**config.mk**
```make
export PLATFORM = sky130hd
export DESIGN_NAME = sra_cell
export DESIGN_NICKNAME = d
export VERILOG_FILES = /design/src/shelf_rectangle_allocator_assert.svh /design/src/sra_cell.sv
export SDC_FILE = /design/constraint.sdc
export NUM_CORES = 1
export LEC_CHECK = 0
export BUFFER_PORTS_ARGS = -buffer_cell sky130_fd_sc_hd__buf_2
export CAP_MARGIN = 20
export CORE_MARGIN = 5
export CORE_UTILIZATION = 52
export DETAILED_ROUTE_END_ITERATION = 8
export GPL_TIMING_DRIVEN = 0
export PLACE_DENSITY = 0.82
export SYNTH_ARGS = -nofsm -noshare
export SYNTH_HDL_FRONTEND = slang
export SYNTH_SLANG_ARGS = --single-unit
export TNS_END_PERCENT = 50
```
**constraint.sdc**
```tcl
create_clock -name clk_i -period 3.8 [get_ports clk_i]
set_input_delay 1.14 -clock clk_i [delete_from_list [all_inputs] [get_ports clk_i]]
set_output_delay 1.14 -clock clk_i [all_outputs]
set_load 0.02 [all_outputs]
```
**src/shelf_rectangle_allocator_assert.svh**
```systemverilog
// Assertion macros for the shelf rectangle allocator.
// Both macros sample on clk_i and stay quiet while rst_ni is low.
`ifndef SHELF_RECTANGLE_ALLOCATOR_ASSERT_SVH
`define SHELF_RECTANGLE_ALLOCATOR_ASSERT_SVH

`ifndef SYNTH
// Same-cycle implication.
`define SRA_IMPLIES(lbl, pre, post) \
  lbl: assert property (@(posedge clk_i) disable iff (!rst_ni) (pre) |-> (post)) \
    else $error("sra assertion failed");
// Next-cycle implication.
`define SRA_NEXT(lbl, pre, post) \
  lbl: assert property (@(posedge clk_i) disable iff (!rst_ni) (pre) |=> (post)) \
    else $error("sra assertion failed");
`else
`define SRA_IMPLIES(lbl, pre, post)
`define SRA_NEXT(lbl, pre, post)
`endif

`endif

```
**src/sra_cell.sv**
```systemverilog
`default_nettype none

// One table entry of the chain. It holds a rectangle and folds it into the
// scan word passing through: rightmost covering edge, lowest covering bottom
// and an overlap flag for the current candidate.
module sra_cell #(
  parameter int CB    = 12,
  parameter int CNT_W = 7,
  parameter int SUM_W = 14,
  parameter int IDX   = 0
) (
  input  logic             clk_i,
  input  logic             rst_ni,
  input  logic [CNT_W-1:0] count_i,
  input  logic [CB:0]      row_i,
  input  logic [CB:0]      cx_i,
  input  logic [SUM_W-1:0] qw_i,
  input  logic [SUM_W-1:0] qh_i,
  input  logic             wr_i,
  input  logic             tok_valid_i,
  input  logic [CB:0]      right_i,
  input  logic [CB:0]      next_i,
  input  logic             hit_i,
  output logic             tok_valid_o,
  output logic [CB:0]      right_o,
  output logic [CB:0]      next_o,
  output logic             hit_o
);

  logic [CB-1:0] x_q, y_q;
  logic [CB:0]   w_q, h_q;

  logic             valid_q;
  logic [CB:0]      right_q, next_q;
  logic             hit_q;
  logic [CB:0]      right_d, next_d;
  logic             hit_d;

  logic             active, covers, apart;
  logic [SUM_W-1:0] x_s, y_s, redge, bottom, row_s, cx_s;

  // Entry geometry on the common compare width
  always_comb begin
    x_s    = SUM_W'(x_q);
    y_s    = SUM_W'(y_q);
    redge  = SUM_W'(x_q) + SUM_W'(w_q);
    bottom = SUM_W'(y_q) + SUM_W'(h_q);
    row_s  = SUM_W'(row_i);
    cx_s   = SUM_W'(cx_i);
  end

  // Fold this entry into the passing word
  always_comb begin
    active = CNT_W'(IDX) < count_i;
    covers = (y_s <= row_s) && (row_s < bottom);
    apart  = (cx_s + qw_i <= x_s) || (cx_s >= redge) ||
             (row_s + qh_i <= y_s) || (row_s >= bottom);
    right_d = right_i;
    next_d  = next_i;
    if (active && covers && (redge > SUM_W'(right_i))) begin
      right_d = redge[CB:0];
    end
    if (active && covers && (bottom < SUM_W'(next_i))) begin
      next_d = bottom[CB:0];
    end
    hit_d = hit_i | (active & ~apart);
  end

  // Hand the word to the neighbor
  always_ff @(posedge clk_i or negedge rst_ni) begin
    if (!rst_ni) begin
      valid_q <= 1'b0;
    end else begin
      valid_q <= tok_valid_i;
    end
  end

  always_ff @(posedge clk_i) begin
    right_q <= right_d;
    next_q  <= next_d;
    hit_q   <= hit_d;
  end

  // Store a placed rectangle when this entry is the next free one
  always_ff @(posedge clk_i) begin
    if (wr_i && (count_i == CNT_W'(IDX))) begin
      x_q <= cx_i[CB-1:0];
      y_q <= row_i[CB-1:0];
      w_q <= qw_i[CB:0];
      h_q <= qh_i[CB:0];
    end
  end

  assign tok_valid_o = valid_q;
  assign right_o     = right_q;
  assign next_o      = next_q;
  assign hit_o       = hit_q;

endmodule

`default_nettype wire

```
Yosys cells after proc, flatten, opt, wreduce, memory -nomap -nowiden

Cells that the tools add are included.

Register bits: 78
Input bits: 92
Output and inout bits: 28
Logic and storage cells: 35

Add/sub/neg operators: 4
Order comparisons: 9
Muxes and demuxes: 2
Bitwise operators: 3
Reduce and logical (&&, ||, !) cells: 9

Operators with widths:

| cell                                               | number |
|---|---|
| adder 12 x 13 -> 14 bit                            | 2 |
| adder 13 x 14 -> 14 bit                            | 2 |
| >= comparator 13 x 14 -> 1 bit                     | 2 |
| <= comparator 14 x 12 -> 1 bit                     | 2 |
| two-way mux 13 bit                                 | 2 |
| greater-than comparator 14 x 13 -> 1 bit           | 1 |
| < comparator 13 x 14 -> 1 bit                      | 1 |
| < comparator 14 x 13 -> 1 bit                      | 1 |
| <= comparator 12 x 13 -> 1 bit                     | 1 |
| zero test 7 bit                                    | 1 |
| < comparator 1 x 7 -> 1 bit (first input constant) | 1 |
| logical AND 1 bit                                  | 5 |
| logical OR 1 bit                                   | 3 |
| bitwise AND 1 bit                                  | 1 |
| inverter 1 bit                                     | 1 |
| bitwise OR 1 bit                                   | 1 |

Logic depth before layout (Yosys ltp)

Depth in word-level cells: 8
Depth in mapped cells: 21
Gate-level depth less buffers: 20

Worst setup path before layout

No wires, ideal clock.

Kind: reg-to-reg
From: reg y_q[0]
To: reg right_q[10] (netlist: right_o[10])
Arrival time: 3,886 ps
Data required time: 3,679 ps
Path slack: -207 ps
Stages on the path, launching flop included: 22
Buffers on the path: 1
Clock period less this slack: 4,007 ps
Path through: edfxtp_1 ha_1 inv_1 fa_1 nor2b_1 o21a_1 o21ai_1 a211o_1 a21oi_1 nor3_1 nor3_1 inv_1 ha_1 nand3_1 nor2_1 a2111oi_0 nor2_1 a211oi_1 o21a_1 o211ai_2 buf_12 mux2_4

Cells in the longest elaborated chain, start to end: 6
Elaborated cells between the ends (all ways): 7
Those cells by class: add/sub (1); order compare (2); mux (1); reduce/logical (3)

RTL lines:

| item                              | RTL line       | source |
|---|---|---|
| start, declared                   | sra_cell.sv:30 | `logic [CB-1:0] x_q, y_q;` |
| start signal, assigned            | sra_cell.sv:88 | `y_q <= row_i[CB-1:0];` |
| adder 12 x 13 -> 14 bit           | sra_cell.sv:47 | `bottom = SUM_W'(y_q) + SUM_W'(h_q);` |
| < comparator 13 x 14 -> 1 bit     | sra_cell.sv:55 | `covers = (y_s <= row_s) && (row_s < bottom);` |
| logical AND 1 bit *               | sra_cell.sv:55 |  |
| logical AND 1 bit * (2 in series) | sra_cell.sv:60 | `if (active && covers && (redge > SUM_W'(right_i))) begin` |
| two-way mux 13 bit *              | sra_cell.sv:60 |  |
| via right_d[10]                   | sra_cell.sv:36 | `logic [CB:0] right_d, next_d;` |
| end signal, assigned              | sra_cell.sv:79 | `right_q <= right_d;` |
| end, declared                     | sra_cell.sv:34 | `logic [CB:0] right_q, next_q;` |

The timed path passes the listed nets; every way through them passes the cells marked *.
A chain may end at the register's enable or synchronous reset.

Worst setup path after layout

From: reg x_q[0]
To: reg right_q[11] (netlist: right_o[11])

Cells in the longest elaborated chain, start to end: 4

RTL lines:

| item                                     | RTL line       | source |
|---|---|---|
| start, declared                          | sra_cell.sv:30 |  |
| start signal, assigned                   | sra_cell.sv:87 | `x_q <= cx_i[CB-1:0];` |
| adder 12 x 13 -> 14 bit *                | sra_cell.sv:46 | `redge = SUM_W'(x_q) + SUM_W'(w_q);` |
| greater-than comparator 14 x 13 -> 1 bit | sra_cell.sv:60 |  |
| logical AND 1 bit                        | sra_cell.sv:60 |  |
| two-way mux 13 bit *                     | sra_cell.sv:60 |  |
| via right_d[11]                          | sra_cell.sv:36 |  |

Marked as above.

==> metrics.cfg <==
[setup_path]
crit_required_ps = 4040
slowest_stage = edfxtp_1
path_max_fanout = 7
cp_num_buf_inv = 2
cp.arrival_ps = 4310
reg2reg_slack_ps = -270
cp_common_cell = a21o_1
crit_chain = ha_2, inv_1, fa_2, nor2b_4, o2111ai_2, a41oi_2, o21ai_2, nand2b_1, a21oi_1, xnor2_2, ha_1, a21o_1, a21o_1, a21oi_2, o31ai_4, o211ai_4, buf_12, mux2_4
critPathTopFamily = compound AO/OA/AOI/OAI gates
cp-start-kind = flip-flop
cp.depth = 18
rr_worst_depth = 18
crit_type = reg2reg
slowest_delay_ps = 380
worstSetupEndpointType = flip-flop

[clocking]
cts_made_buffers = 9
ctsRootBufferMaster = clkbuf_16
cts_sinks = 78
clkTransAtPathRegs_ps = 70
hold_buffers = 0
htree_levels = 3
clk_latency_ps = 340
cts.path.max_buffers = 2
cts_tree = yes

[floorplanning]
ios = 120
rows = 42
die-area_um2 = 15600
die_w_um = 125
die_h_um = 125
start_util_pct = 52.6
core_area_um2 = 13100

[yosys]
synth_nets = 958
yosysUniqueCellTypes = 65
yosysSeqAreaShare_pct = 30.1
mappedNetlistArea_um2 = 6880
synthTopCellsByArea = ha_1 25%, edfxtp_1 22%, dfxtp_1 7.9%
synth_top_area_share_pct = 24.6
synthArstFlopShare_pct = 1.28
synth_seq_cells = 78
synth-edff-count = 50
yosysWarnings = 0
synth_largest_area_cell = ha_1
synthesis.instances = 727
syn_avg_cell_area_um2 = 9.46
synth_top_flop_cell = edfxtp_1

[global_route]
antenna_found_initial = 3
grt_max_degree = 27
grt_overflow = 0
grt_util_all_layers_pct = 23.1
grt_pass1_wl_um = 29300
first_global_vias = 5923

[route]
antenna_left = 0
wl_um = 19600
post_drt_wl_per_cell_um = 18.1
drt_iter0_markers = 570
routed_via_density = 5.70
num_vias = 6159
drcViolationCount = 0
drt_first_pass_iters = 5

[job]
maxCapViolCount = 0

[pwr]
leakage_uw = 0.00427
peakVddDrop_mv = 0.200
power_uw = 2510
pwr_density_cell_nw_per_um2 = 281

[run_status]
outcome = finished, violations left
violations = negative setup slack

[sta]
fin_worst_skew_ps = 9.80
rsz0062_at_grt = true
fin_crit_ps = 4070
tightestPinTransition_ps = 989
maxSlewHeadroom_pct = 33.5
drv_slew = 0
setup_tns_ps = -4910
max_freq_mhz = 245
fin_ws_ps = -274
setup_violations = 27
finalCritPeriodShare_pct = 107
hold_viol_final = 0

[place]
place_area_um2 = 7800
gp_congestion = 0.861
dp_hpwl_um = 14200
portBuffers = 119
post-place-ws_ps = -628

[finish]
layout.nets = 1127
most-common-layout-cells = 119 x ha_1, 116 x buf_2, 110 x inv_1, 50 x edfxtp_1, 42 x a21oi_1
utilization_pct = 68.3
drive_gt1_share_pct = 29.7
final_common_cell = ha_1
stdcell_area_um2 = 8940
area_delta_synth_final_pct = 30.0

[hold_path]
hold_path_class = in2async

cell usage after synthesis (all sizes together), types with 14 or more instances:
library cell / instances
a21o: 21
a21oi: 52
dfxtp: 27
edfxtp: 50
ha: 135
inv: 113
mux2i: 18
nand2: 15
nand3: 14
nor2: 46
o21a: 14
o21ai: 38
xnor2: 29
timing repair:
item,in CTS,in global routing
resized for setup,69,33
pin swaps,34,16
setup buffers,24,13
setup endpoints to repair,27,27
gates cloned,1,0
power breakdown:
| group | total, µW | internal [µW] | leakage [µW] | switching, µW |
|---|---|---|---|---|
| clock network | 876 | 509 | 0.000138 | 367 |
| registers | 937 | 929 | 0.000689 | 7.67 |
| logic | 701 | 329 | 0.00344 | 372 |
| total | 2510 | 1770 | 0.00427 | 748 |
cell families after synthesis:
logic type	share of synthesized area, %
DFF	30.1
AOI/OAI and AO/OA	17.9
xor gates and xnor gates	4.46
adders and majority gates	25.7
muxes	4.04
and+or+nand+nor	11.2
buffers and inverters	6.53
per-stage QoR:
stage	instances	hold slack, ps
after CTS	1064	549
final	1080	552
after global routing	1080	556
after global placement	1022	674
after detailed placement	1023	684
after floorplan	727	610
state kept, by name, summed over array words and instances, names as in the netlist:
name	count
next_o	13
tok_valid_o	1
h_q	13
x_q	12
w_q	13
hit_o	1
right_o	13
y_q	12
area by class of cell:
type / instances / area, µm²
multi-input cells: 534 / 4910
fillers: 888 / 4150
flip-flops and latches: 78 / 2070
repair buffers: 158 / 982
inverters: 113 / 424
clock buffers: 9 / 225
well taps: 176 / 220
clock inverters: 7 / 70.1
plain buffers: 2 / 35.0
diodes: 3 / 7.51
routing by layer:
metal	vias to the layer above	part of all wire, %	GRT usage (%)
li1	2982	-	-
met1	2844	43	31.4
met2	274	46	36.6
met3	59	7.8	4.52
met4	0	3.7	8.42
met5	-	0	0
worst paths after layout:
kind / from / to
max: x_q[0]$_DFFE_PP_ / right_o[11]$_DFF_P_
min: rst_ni / tok_valid_o$_DFF_PN0_
max reg2reg: x_q[0]$_DFFE_PP_ / right_o[11]$_DFF_P_
min reg2reg: h_q[0]$_DFFE_PP_ / next_o[0]$_DFF_P_
max in group asynchronous: rst_ni / tok_valid_o$_DFF_PN0_
min in group clk_i: h_q[0]$_DFFE_PP_ / next_o[0]$_DFF_P_
(Power assumes the default switching activity.)
